`src/design/mbmsd_pkg.sv`:
```
// Shared types and constants of the macroblock mode and skip decider.
// Used by the result queue, the top level and the checker.
package mbmsd_pkg;

  localparam int MAX_FRAME_DIM_DEF = 4096;
  localparam int CFG_W = 13;
  localparam int THR_W = 17;
  localparam int GRAD_W = 16;
  localparam int SAD_W = 17;
  localparam int RUN_W = 17;
  localparam int POS_W = 12;
  localparam int PIX_W = 8;
  localparam int OUT_DEPTH = 4;
  localparam int OUT_PTR_W = 2;
  localparam int OUT_CNT_W = 3;

  localparam logic [1:0] REG_FRAME_WIDTH = 2'd0;
  localparam logic [1:0] REG_FRAME_HEIGHT = 2'd1;
  localparam logic [1:0] REG_SKIP_THRESHOLD = 2'd2;

  typedef enum logic [1:0] {
    EV_INTRA = 2'd0,
    EV_SKIP_RUN = 2'd1,
    EV_CODED = 2'd2
  } event_kind_t;

  typedef enum logic [1:0] {
    MODE_VERT = 2'd0,
    MODE_HORIZ = 2'd1,
    MODE_DC = 2'd2
  } intra_mode_t;

  typedef struct packed {
    event_kind_t kind;
    intra_mode_t mode;
    logic [RUN_W-1:0] count;
    logic item_last;
    logic frame_last;
  } result_t;

  typedef struct packed {
    logic [1:0] num;
    result_t first;
    result_t second;
  } push_t;

endpackage

```
`src/design/mbmsd_out_fifo.sv`:
```
// Result queue of the macroblock mode and skip decider.
// Takes up to two results per cycle and hands out one per cycle while out_stall is low; uses mbmsd_pkg.
module mbmsd_out_fifo (
  input  logic clk,
  input  logic rst_n,
  input  mbmsd_pkg::push_t push,
  output logic [mbmsd_pkg::OUT_CNT_W-1:0] free_slots,
  output logic out_valid,
  input  logic out_stall,
  output mbmsd_pkg::result_t out_data
);

  mbmsd_pkg::result_t mem_r [mbmsd_pkg::OUT_DEPTH];
  logic [mbmsd_pkg::OUT_PTR_W-1:0] wr_ptr_r, wr_ptr_nxt;
  logic [mbmsd_pkg::OUT_PTR_W-1:0] rd_ptr_r, rd_ptr_nxt;
  logic [mbmsd_pkg::OUT_CNT_W-1:0] count_r, count_nxt;
  logic pop;

  assign out_valid = (count_r != '0);
  assign out_data = mem_r[rd_ptr_r];
  assign pop = out_valid && !out_stall;
  assign free_slots = mbmsd_pkg::OUT_CNT_W'(mbmsd_pkg::OUT_DEPTH) - count_r;

  always_comb begin
    wr_ptr_nxt = wr_ptr_r + mbmsd_pkg::OUT_PTR_W'(push.num);
    rd_ptr_nxt = rd_ptr_r + mbmsd_pkg::OUT_PTR_W'(pop);
    count_nxt = count_r + mbmsd_pkg::OUT_CNT_W'(push.num) - mbmsd_pkg::OUT_CNT_W'(pop);
  end

  always_ff @(posedge clk) begin
    if (!rst_n) begin
      wr_ptr_r <= '0;
      rd_ptr_r <= '0;
      count_r <= '0;
    end else begin
      wr_ptr_r <= wr_ptr_nxt;
      rd_ptr_r <= rd_ptr_nxt;
      count_r <= count_nxt;
    end
  end

  always_ff @(posedge clk) begin
    if (push.num != 2'd0) begin
      mem_r[wr_ptr_r] <= push.first;
    end
    if (push.num == 2'd2) begin
      mem_r[wr_ptr_r + mbmsd_pkg::OUT_PTR_W'(1)] <= push.second;
    end
  end

endmodule

```
`src/design/macroblock_mode_and_skip_decider_top.sv`:
```
// Top level of the macroblock mode and skip decider.
// Holds the configuration registers, the input register and the decision logic;
// uses mbmsd_pkg and mbmsd_out_fifo.
//
// The block takes one pixel transaction per clock while in_stall is low. Each
// accepted pixel sits in an input register, where its gradient and SAD terms are
// added to saturating accumulators; on the last pixel of a macroblock the intra
// mode or skip decision is made in that same cycle and up to two results enter a
// four-entry result queue, which offers them on the output in order. A pixel
// leaves the input register only when the queue has at least two free entries,
// and the input stalls only while a pixel is held for that reason, so a full
// pixel per clock is sustained as long as results are taken.
module macroblock_mode_and_skip_decider_top #(
  parameter int MAX_FRAME_DIM = mbmsd_pkg::MAX_FRAME_DIM_DEF
) (
  input  logic clk,
  input  logic rst_n,
  input  logic cfg_we,
  input  logic [1:0] cfg_index,
  input  logic [mbmsd_pkg::THR_W-1:0] cfg_wdata,
  input  logic in_valid,
  output logic in_stall,
  input  logic [mbmsd_pkg::PIX_W-1:0] in_cur_pixel,
  input  logic [mbmsd_pkg::PIX_W-1:0] in_right_pixel,
  input  logic [mbmsd_pkg::PIX_W-1:0] in_below_pixel,
  input  logic [mbmsd_pkg::PIX_W-1:0] in_prev_pixel,
  input  logic [mbmsd_pkg::POS_W-1:0] in_pos_x,
  input  logic [mbmsd_pkg::POS_W-1:0] in_pos_y,
  input  logic in_mb_end,
  input  logic in_frame_end,
  input  logic in_intra_frame,
  input  logic in_prev_valid,
  output logic out_valid,
  input  logic out_stall,
  output logic [1:0] out_event_kind,
  output logic [1:0] out_intra_mode,
  output logic [mbmsd_pkg::RUN_W-1:0] out_skip_count,
  output logic out_item_last,
  output logic out_frame_last
);

  localparam int DIM_W = $clog2(MAX_FRAME_DIM + 1);
  localparam int CMP_W = ((DIM_W > mbmsd_pkg::CFG_W) ? DIM_W : mbmsd_pkg::CFG_W) + 1;

  logic [mbmsd_pkg::CFG_W-1:0] width_r, height_r;
  logic [mbmsd_pkg::THR_W-1:0] thr_r;

  logic s1_valid_r;
  logic [mbmsd_pkg::PIX_W-1:0] cur_r, right_r, below_r, prev_r;
  logic [mbmsd_pkg::POS_W-1:0] px_r, py_r;
  logic mb_end_r, frame_end_r, intra_r, prev_valid_r;

  logic [mbmsd_pkg::GRAD_W-1:0] vert_r, vert_nxt, horiz_r, horiz_nxt;
  logic [mbmsd_pkg::SAD_W-1:0] sad_r, sad_nxt;
  logic [mbmsd_pkg::RUN_W-1:0] run_r, run_nxt;

  logic [CMP_W-1:0] w_clamp, h_clamp, px_ext, py_ext;
  logic grad_en, sad_en, go, in_accept;
  logic [mbmsd_pkg::PIX_W-1:0] v_abs, h_abs, s_abs;
  logic [mbmsd_pkg::GRAD_W:0] v_wide, h_wide;
  logic [mbmsd_pkg::SAD_W:0] s_wide;
  logic [mbmsd_pkg::RUN_W:0] run_wide;
  logic [mbmsd_pkg::GRAD_W-1:0] v_sum, h_sum;
  logic [mbmsd_pkg::SAD_W-1:0] s_sum;
  logic [mbmsd_pkg::RUN_W-1:0] run_inc;
  logic [mbmsd_pkg::GRAD_W+1:0] v3, h3, v2, h2;
  mbmsd_pkg::intra_mode_t mode;
  mbmsd_pkg::push_t push;
  mbmsd_pkg::result_t head;
  logic [mbmsd_pkg::OUT_CNT_W-1:0] free_slots;

  function automatic logic [mbmsd_pkg::PIX_W-1:0] abs_diff(
    input logic [mbmsd_pkg::PIX_W-1:0] a,
    input logic [mbmsd_pkg::PIX_W-1:0] b
  );
    return (a > b) ? (a - b) : (b - a);
  endfunction

  always_ff @(posedge clk) begin
    if (!rst_n) begin
      width_r <= mbmsd_pkg::CFG_W'(1920);
      height_r <= mbmsd_pkg::CFG_W'(1080);
      thr_r <= mbmsd_pkg::THR_W'(512);
    end else if (cfg_we) begin
      case (cfg_index)
        mbmsd_pkg::REG_FRAME_WIDTH: width_r <= cfg_wdata[mbmsd_pkg::CFG_W-1:0];
        mbmsd_pkg::REG_FRAME_HEIGHT: height_r <= cfg_wdata[mbmsd_pkg::CFG_W-1:0];
        mbmsd_pkg::REG_SKIP_THRESHOLD: thr_r <= cfg_wdata;
        default: begin
        end
      endcase
    end
  end

  assign go = s1_valid_r && (free_slots >= mbmsd_pkg::OUT_CNT_W'(2));
  assign in_stall = s1_valid_r && !go;
  assign in_accept = in_valid && !in_stall;

  always_ff @(posedge clk) begin
    if (!rst_n) begin
      s1_valid_r <= 1'b0;
    end else if (in_accept) begin
      s1_valid_r <= 1'b1;
    end else if (go) begin
      s1_valid_r <= 1'b0;
    end
  end

  always_ff @(posedge clk) begin
    if (in_accept) begin
      cur_r <= in_cur_pixel;
      right_r <= in_right_pixel;
      below_r <= in_below_pixel;
      prev_r <= in_prev_pixel;
      px_r <= in_pos_x;
      py_r <= in_pos_y;
      mb_end_r <= in_mb_end;
      frame_end_r <= in_frame_end;
      intra_r <= in_intra_frame;
      prev_valid_r <= in_prev_valid;
    end
  end

  always_comb begin
    w_clamp = (CMP_W'(width_r) > CMP_W'(MAX_FRAME_DIM)) ? CMP_W'(MAX_FRAME_DIM)
                                                        : CMP_W'(width_r);
    h_clamp = (CMP_W'(height_r) > CMP_W'(MAX_FRAME_DIM)) ? CMP_W'(MAX_FRAME_DIM)
                                                         : CMP_W'(height_r);
    px_ext = CMP_W'(px_r);
    py_ext = CMP_W'(py_r);
    grad_en = (px_r[3:0] != 4'hF) && (py_r[3:0] != 4'hF) &&
              (px_ext + CMP_W'(1) < w_clamp) && (py_ext + CMP_W'(1) < h_clamp);
    sad_en = prev_valid_r && (px_ext < w_clamp) && (py_ext < h_clamp);

    v_abs = grad_en ? abs_diff(cur_r, below_r) : '0;
    h_abs = grad_en ? abs_diff(cur_r, right_r) : '0;
    s_abs = sad_en ? abs_diff(cur_r, prev_r) : '0;
    v_wide = {1'b0, vert_r} + (mbmsd_pkg::GRAD_W + 1)'(v_abs);
    h_wide = {1'b0, horiz_r} + (mbmsd_pkg::GRAD_W + 1)'(h_abs);
    s_wide = {1'b0, sad_r} + (mbmsd_pkg::SAD_W + 1)'(s_abs);
    v_sum = v_wide[mbmsd_pkg::GRAD_W] ? '1 : v_wide[mbmsd_pkg::GRAD_W-1:0];
    h_sum = h_wide[mbmsd_pkg::GRAD_W] ? '1 : h_wide[mbmsd_pkg::GRAD_W-1:0];
    s_sum = s_wide[mbmsd_pkg::SAD_W] ? '1 : s_wide[mbmsd_pkg::SAD_W-1:0];
    run_wide = {1'b0, run_r} + (mbmsd_pkg::RUN_W + 1)'(1);
    run_inc = run_wide[mbmsd_pkg::RUN_W] ? '1 : run_wide[mbmsd_pkg::RUN_W-1:0];

    v2 = {1'b0, v_sum, 1'b0};
    h2 = {1'b0, h_sum, 1'b0};
    v3 = v2 + (mbmsd_pkg::GRAD_W + 2)'(v_sum);
    h3 = h2 + (mbmsd_pkg::GRAD_W + 2)'(h_sum);
    if (v3 < h2) begin
      mode = mbmsd_pkg::MODE_VERT;
    end else if (h3 < v2) begin
      mode = mbmsd_pkg::MODE_HORIZ;
    end else begin
      mode = mbmsd_pkg::MODE_DC;
    end

    push = '0;
    push.first.kind = mbmsd_pkg::EV_INTRA;
    push.first.mode = mbmsd_pkg::MODE_VERT;
    push.second.kind = mbmsd_pkg::EV_CODED;
    push.second.mode = mbmsd_pkg::MODE_VERT;
    push.second.item_last = 1'b1;
    push.second.frame_last = frame_end_r;
    vert_nxt = vert_r;
    horiz_nxt = horiz_r;
    sad_nxt = sad_r;
    run_nxt = run_r;

    if (go) begin
      vert_nxt = v_sum;
      horiz_nxt = h_sum;
      sad_nxt = s_sum;
      if (mb_end_r) begin
        vert_nxt = '0;
        horiz_nxt = '0;
        sad_nxt = '0;
        if (intra_r) begin
          push.num = 2'd1;
          push.first.kind = mbmsd_pkg::EV_INTRA;
          push.first.mode = mode;
          push.first.item_last = 1'b1;
          push.first.frame_last = frame_end_r;
          run_nxt = '0;
        end else if (s_sum < thr_r) begin
          run_nxt = run_inc;
          if (frame_end_r) begin
            push.num = 2'd1;
            push.first.kind = mbmsd_pkg::EV_SKIP_RUN;
            push.first.count = run_inc;
            push.first.item_last = 1'b1;
            push.first.frame_last = 1'b1;
            run_nxt = '0;
          end
        end else begin
          run_nxt = '0;
          if (run_r != '0) begin
            push.num = 2'd2;
            push.first.kind = mbmsd_pkg::EV_SKIP_RUN;
            push.first.count = run_r;
          end else begin
            push.num = 2'd1;
            push.first.kind = mbmsd_pkg::EV_CODED;
            push.first.item_last = 1'b1;
            push.first.frame_last = frame_end_r;
          end
        end
      end
    end
  end

  always_ff @(posedge clk) begin
    if (!rst_n) begin
      vert_r <= '0;
      horiz_r <= '0;
      sad_r <= '0;
      run_r <= '0;
    end else begin
      vert_r <= vert_nxt;
      horiz_r <= horiz_nxt;
      sad_r <= sad_nxt;
      run_r <= run_nxt;
    end
  end

  mbmsd_out_fifo u_out_fifo (
    .clk(clk),
    .rst_n(rst_n),
    .push(push),
    .free_slots(free_slots),
    .out_valid(out_valid),
    .out_stall(out_stall),
    .out_data(head)
  );

  assign out_event_kind = head.kind;
  assign out_intra_mode = head.mode;
  assign out_skip_count = head.count;
  assign out_item_last = head.item_last;
  assign out_frame_last = head.frame_last;

endmodule

```
`config.mk`:
```
export PLATFORM = sky130hd
export DESIGN_NAME = macroblock_mode_and_skip_decider_top
export DESIGN_NICKNAME = d
export VERILOG_FILES = /design/src/design/mbmsd_pkg.sv /design/src/design/mbmsd_out_fifo.sv /design/src/design/macroblock_mode_and_skip_decider_top.sv
export SDC_FILE = /design/constraint.sdc
export NUM_CORES = 1
export LEC_CHECK = 0
export ABC_AREA = 1
export ABC_CLOCK_PERIOD_IN_PS = 20900
export BUFFER_PORTS_ARGS = -buffer_cell sky130_fd_sc_hd__buf_2
export CAP_MARGIN = 25
export CORE_ASPECT_RATIO = 0.9
export CORE_MARGIN = 1.5
export CORE_UTILIZATION = 61
export CTS_BUF_LIST = sky130_fd_sc_hd__clkbuf_8
export DETAILED_ROUTE_END_ITERATION = 8
export PLACE_DENSITY = 0.85
export SETUP_SLACK_MARGIN = 0.05
export SYNTH_ARGS = -nofsm -noshare
export SYNTH_HDL_FRONTEND = slang
export SYNTH_SLANG_ARGS = --single-unit
```
`constraint.sdc`:
```
create_clock -name clk -period 20.9 [get_ports clk]
set_clock_uncertainty 0.2 [all_clocks]
set_input_delay 2.09 -clock clk [delete_from_list [all_inputs] [get_ports clk]]
set_output_delay 2.09 -clock clk [all_outputs]
set_load 0.02 [all_outputs]
```
==> flow_metrics.py, run 1 <==
metrics = {
    "outcome": {
        "status": "finished clean",
    },
    "timing": {
        "rsz0062_at_grt": "no",
        "relSlewSlack_pct": 22.42,
        "fin_hold_ws_ns": 0.2621,
        "tightest_slew_ns": 1.160,
        "hold_violations": 0,
        "setup_viol": 0,
        "finalMaxSlewViolations": 0,
        "fmax_ghz": 0.1219,
        "finalCritPeriodShare_pct": 39.25,
        "fin_crit_ns": 8.203,
        "fin_setup_tns_ns": 0,
    },
    "layout": {
        "layout_common_cells": "nand2_1, inv_1, a21oi_1",
        "area.sequential_mm2": 0.006026,
        "drive_gt1_share_pct": 9.183,
        "antenna_cells": 0,
        "final_common_cell": "nand2_1",
        "fillers": 2534,
        "nets": 3034,
        "multi_input_comb_area_mm2": 0.01149,
        "syn_to_final_growth_pct": 9.471,
    },
    "clocking": {
        "numCtsBuffers": 45,
        "htreeDepth": 2,
        "clockBufferDepth": 3,
        "cts_root_buffer": "clkbuf_8",
        "cts.sinks": 269,
        "clk_latency_ns": 0.59,
        "post_cts_buffers": 0,
        "ctsHoldBuffers": 0,
        "cts.clk_slew.worst_paths_ns": 0.06,
        "cts_resized": 0,
        "cts_tree": "done",
    },
    "synth": {
        "synth_edf_count": 64,
        "synthFlopType": "dfxtp_1",
        "ys.warnings.count": 0,
        "yosysUniqueCellTypes": 55,
        "syn_inst": 2644,
        "synth_top_area_share_pct": 21.60,
        "synth_top_area_cell": "dfxtp_1",
        "synth_area_leaders": "dfxtp_1, ha_1, nand2_1",
        "ys_seq_elements": 269,
        "yosysSeqAreaShare_pct": 31.72,
        "synth_area_mm2": 0.01900,
        "syn_nets": 2945,
        "syn_area_per_cell_um2": 7.185,
        "synthArstFlopShare_pct": 0,
    },
    "drt": {
        "firstDrtPassIters": 5,
        "num_vias": 18300,
        "postRouteAntennaNets": 0,
        "drtIter0Drc": 1707,
        "via_per_inst": 5.762,
        "drt_wl_total_um": 50580,
        "wl_per_cell_um": 15.93,
        "drc_errors": 0,
    },
    "floorplanning": {
        "die_h_um": 170.4,
        "core_mm2": 0.03076,
        "die_w_um": 189.0,
        "pin_count": 109,
        "start_util_pct": 61.76,
        "rows": 61,
        "die_area_mm2": 0.03221,
    },
    "power": {
        "internal_power_mw": 1.045,
        "p_comb_share_pct": 38.5,
        "swShare_pct": 39.45,
        "seqPwrFrac_pct": 34.4,
        "p_switching_uw": 680.5,
        "powerDensity_mw_per_mm2": 82.95,
        "leakage_nw": 10.19,
        "p_clk_share_pct": 27.1,
        "power_mw": 1.725,
        "peakVddDrop_mv": 0.05551,
    },
    "critical_path": {
        "rr_worst_depth": 45,
        "r2r-start": "px_r[2]",
        "critPathMaxFanout": 16,
        "crit_end": "u_out_fifo.mem_r[0][19]",
        "cp.arrival_ns": 8.52,
        "endpoint_kind": "flop",
        "required_ns": 21.21,
        "crit_start": "px_r[2]",
        "slowest_stage": "nand3_1",
        "cp_slowest_stage_delay_ns": 0.54,
        "path_class": "reg -> reg",
        "r2r_end": "u_out_fifo.mem_r[0][19]",
        "startpoint_type": "flop",
        "cp_common_cell": "nand2_1",
        "rrSetupSlack_ns": 12.70,
    },
    "placed_design": {
        "gp_congestion": 0.9532,
        "io_buffers": 108,
        "place_hpwl_um": 36920,
    },
    "grt": {
        "grt_max_degree": 61,
        "antenna_found_initial": 0,
        "gr-total-overflow": 0,
        "track_usage_pct": 31.15,
        "grt_pass1_vias": 17490,
        "grt_pass1_wl_um": 82790,
    },
    "worst_hold_path": {
        "hp-class": "reg -> reg",
    },
    "run": {
        "maxCapViolCount": 0,
    },
}
cells in the mapped netlist, types with 6 or more instances:
cell / number
nand4_1: 36
o21ai_1: 6
nand2_1: 674
o22ai_1: 23
o21bai_1: 6
nor4_1: 10
inv_1: 287
fa_1: 12
or2_2: 11
o21ai_4: 7
nor2_2: 8
clkbuf_1: 52
edfxtp_1: 64
nor2_1: 210
xor2_1: 66
dfxtp_1: 205
nor3_1: 28
a21oi_1: 222
o221ai_1: 7
a31oi_1: 7
a21o_1: 9
ha_1: 205
inv_2: 7
nand3_1: 219
o211ai_1: 8
buf_2: 28
a21oi_2: 7
xnor2_1: 25
o21a_1: 9
o21ai_0: 134
final cells by class:
type	count	area share [%]
well taps	409	2.461
inverters	294	5.307
repair buffers	129	3.784
flip-flops and latches	269	28.98
clock inverters	29	0.8423
clock buffers	51	3.375
multi-input cells	1994	55.26
worst min-delay path by stage:
stage / from / end / depth (start not counted)
2_1_floorplan: thr_r[9] / thr_r[9] / 2
3_3_place_gp: thr_r[9] / thr_r[9] / 2
3_5_place_dp: u_out_fifo.mem_r[2][1] / u_out_fifo.mem_r[2][1] / 2
4_1_cts: thr_r[13] / thr_r[13] / 2
5_1_grt: vert_r[6] / vert_r[6] / 2
6_report: thr_r[13] / thr_r[13] / 2
per-layer routing:
layer | track usage (%) | wire (µm) | vias up
li1 | - | - | 8962
met1 | 40.93 | 21940 | 8407
met2 | 51.45 | 22950 | 800
met3 | 5.403 | 4270 | 126
met4 | 11.32 | 1418 | 0
met5 | 0 | 0 | -
power by group through the flow:
| stage | clock, mW | sequential, mW | combinational [mW] |
|---|---|---|---|
| floorplan | 0 | 0.597 | 0.474 |
| global placement | 0 | 0.602 | 0.619 |
| detailed placement | 0 | 0.604 | 0.646 |
| CTS | 0.472 | 0.593 | 0.651 |
| global route | 0.492 | 0.596 | 0.738 |
| finish | 0.468 | 0.593 | 0.664 |
critical path: cells and delay by family, from the launching register on:
family | cells | cell delay, ns
compound gates | 8 | 1.39
xor+xnor | 2 | 0.32
fa+ha+maj | 6 | 1.57
flops | 1 | 0.41
simple gates | 24 | 3.69
buf+inv | 5 | 0.56
stage by stage:
step	std cells	worst slack [ns]	instance area, µm²	util [%]
after floorplan	2644	14.07	19000	-
after global placement	3085	13.28	19760	64.23
after detailed placement	3089	12.85	19830	64.47
after CTS	3169	12.78	20710	67.32
after global routing	3175	11.82	20800	67.61
final	3175	12.70	20800	67.61
state kept, by name, summed over array words and instances (netlist names):
name,cells
prev_r,8
prev_valid_r,1
width_r,13
frame_end_r,1
u_out_fifo.wr_ptr_r,2
run_r,17
mb_end_r,1
thr_r,17
u_out_fifo.count_r,3
u_out_fifo.mem_r,92
px_r,12
vert_r,16
intra_r,1
s1_valid_r,1
height_r,13
py_r,12
below_r,8
horiz_r,16
u_out_fifo.rd_ptr_r,2
right_r,8
sad_r,17
cur_r,8
cell families (layout without fill, tap and decap cells):
| logic type | count (synthesis) | after routing | share of synthesized area [%] |
|---|---|---|---|
| AO/OA/AOI/OAI | 459 | 459 | 13.69 |
| flip-flops | 269 | 269 | 31.72 |
| XOR/XNOR | 91 | 91 | 4.195 |
| adder cells (fa/ha/maj) | 217 | 217 | 14.77 |
| AND/OR/NAND/NOR | 1224 | 1224 | 27.58 |
| buffers and inverters | 381 | 503 | 7.871 |
| multiplexers | 3 | 3 | 0.1712 |
No activity file was read; power rests on OpenSTA's default activity.
==> run 2: changes to the inputs <==
ABC_CLOCK_PERIOD_IN_PS = 7000   (was 20900)
CORE_UTILIZATION = 58   (was 61)
PLACE_DENSITY = 0.84   (was 0.85)
clock period = 7 ns   (was 20.9 ns; I/O delays follow)
==> flow_metrics.py, run 2 (same netlist as run 1, synthesis figures left out) <==
metrics = {
    "outcome": {
        "status": "finished with violations",
        "failed_checks": "design-rule violations, negative setup slack",
    },
    "drt": {
        "met1Wirelength_um": 22740,
        "via_per_inst": 5.799,
        "dr.max_layer_used": "met4",
        "firstDrtPassIters": 9,
        "num_vias": 19040,
        "wl_met3_um": 5166,
        "drc_errors": 1,
        "postRouteAntennaNets": 0,
        "route.met2.wl_um": 24590,
        "wl_per_cell_um": 16.53,
        "drt_wl_total_um": 54280,
        "drtIter0Drc": 1861,
    },
    "grt": {
        "gr-total-overflow": 0,
        "track_usage_pct": 29.91,
        "grt_max_degree": 69,
        "grt_pass1_vias": 18060,
        "antenna_found_initial": 0,
        "grt_pass1_wl_um": 84100,
    },
    "layout": {
        "final_util_pct": 70.16,
        "final_common_cell": "nand2_1",
        "antenna_cells": 0,
        "regMostFlops": "u_out_fifo.mem_r",
        "syn_to_final_growth_pct": 18.33,
        "layout_common_cells": "nand2_1, inv_1, nand3_1",
        "drive_gt1_share_pct": 18.06,
        "nets": 3132,
        "largest_reg_flops": 92,
    },
    "critical_path": {
        "critPathMaxFanout": 8,
        "startpoint_type": "flop",
        "cp_slowest_stage_delay_ns": 0.38,
        "endpoint_kind": "flop",
        "path_class": "reg -> reg",
        "cp_common_cell": "nand2_2",
        "slowest_stage": "edfxtp_1",
        "cp.arrival_ns": 7.39,
        "required_ns": 7.35,
    },
    "worst_hold_path": {
        "hp-class": "in -> reg",
    },
    "floorplanning": {
        "rows": 62,
        "core_mm2": 0.03204,
        "die_w_um": 193.8,
        "die_area_mm2": 0.03385,
        "start_util_pct": 59.29,
        "pin_count": 109,
        "die_h_um": 174.7,
    },
    "clocking": {
        "numCtsBuffers": 47,
        "htreeDepth": 2,
        "cts.clk_slew.worst_paths_ns": 0.06,
        "cts_tree": "done",
        "cts_root_buffer": "clkbuf_8",
        "clockBufferDepth": 3,
        "clk_latency_ns": 0.63,
        "cts.sinks": 269,
    },
    "timing": {
        "fmax_ghz": 0.1421,
        "finalCritPeriodShare_pct": 100.6,
        "fin_ws_ns": -0.03871,
        "setup_viol": 1,
        "rsz0062_at_grt": "yes",
        "hold_violations": 0,
        "finalMaxSlewViolations": 0,
        "tightest_slew_ns": 0.8946,
        "fin_crit_ns": 7.039,
        "relSlewSlack_pct": 40.36,
    },
    "run": {
        "maxCapViolCount": 0,
    },
    "power": {
        "power_mw": 5.637,
        "leakage_nw": 10.73,
        "peakVddDrop_mv": 0.2110,
        "powerDensity_mw_per_mm2": 250.7,
    },
    "placed_design": {
        "io_buffers": 108,
        "pre_cts_slack_ns": -0.1678,
        "gp_congestion": 0.9510,
        "place_hpwl_um": 38250,
    },
}
[run 2: cell count changes in the layout (fill, tap and decap cells not counted), moves of 16 or more]
cell	change
ha_4	+19
nor2_2	+16
nand2_1	-20
nand2_2	+18
a21oi_1	-22
a21oi_2	+19
inv_1	-26
nor2_1	-27
buf_4	+95
ha_1	-27
[run 2: stage by stage]
stage | TNS (ns) | std cells | instance area [µm²] | hold WS [ns]
after floorplan | 0 | 2644 | 19000 | 0.2289
after global placement | 0 | 3156 | 20290 | 0.2467
after detailed placement | -1.769 | 3158 | 20310 | 0.2531
after CTS | 0 | 3247 | 21470 | 0.02758
after global routing | -3.108 | 3284 | 22480 | 0.04410
final | -0.03871 | 3284 | 22480 | 0.04669
[run 2: layout make-up]
class / count / area [µm²]
clock inverter: 34 / 314.1
inverter: 294 / 1109
fill: 2486 / 9559
timing repair buffer: 225 / 1506
multi-input combinational: 1994 / 12290
tap: 416 / 520.5
sequential: 269 / 6026
clock buffer: 52 / 715.7
[run 2: where the power goes]
group | total [mW] | internal, mW | switching (mW)
registers | 1.77 | 1.70 | 0.0745
logic | 2.27 | 0.842 | 1.43
clock network | 1.59 | 0.880 | 0.712
[run 2: worst max-delay path: cells and delay by family (launching register included)]
| kind | cells | cell delay [ns] |
|---|---|---|
| xor gates and xnor gates | 2 | 0.24 |
| buffers and inverters | 5 | 0.57 |
| adders and majority gates | 6 | 1.52 |
| AOI/OAI and AO/OA | 2 | 0.25 |
| and+or+nand+nor | 28 | 3.78 |
| DFF | 1 | 0.38 |
[run 2: metal layers]
metal / up-vias / track usage [%]
met4: 0 / 11.15
met3: 166 / 4.825
li1: 9165 / -
met1: 8763 / 39.51
met5: - / 0
met2: 950 / 49.41
[run 2: worst paths after layout]
check,slack [ns],start,cells after the start,to
worst max register to register,-0.04,px_r[0],43,u_out_fifo.mem_r[2][20]
worst min-delay path,0.05,in_right_pixel[1],1,right_r[1]
worst min register to register,0.27,u_out_fifo.mem_r[2][1],2,u_out_fifo.mem_r[2][1]
worst max-delay path,-0.04,px_r[0],43,u_out_fifo.mem_r[2][20]
[run 2: what timing repair did]
action / 4_1_cts / 5_1_grt
gates cloned: 0 / 1
pin swaps: 4 / 55
hold buffers: 0 / 0
buffers inserted: 3 / 35
endpoints found under the setup margin: 48 / 102
resized for setup: 27 / 171
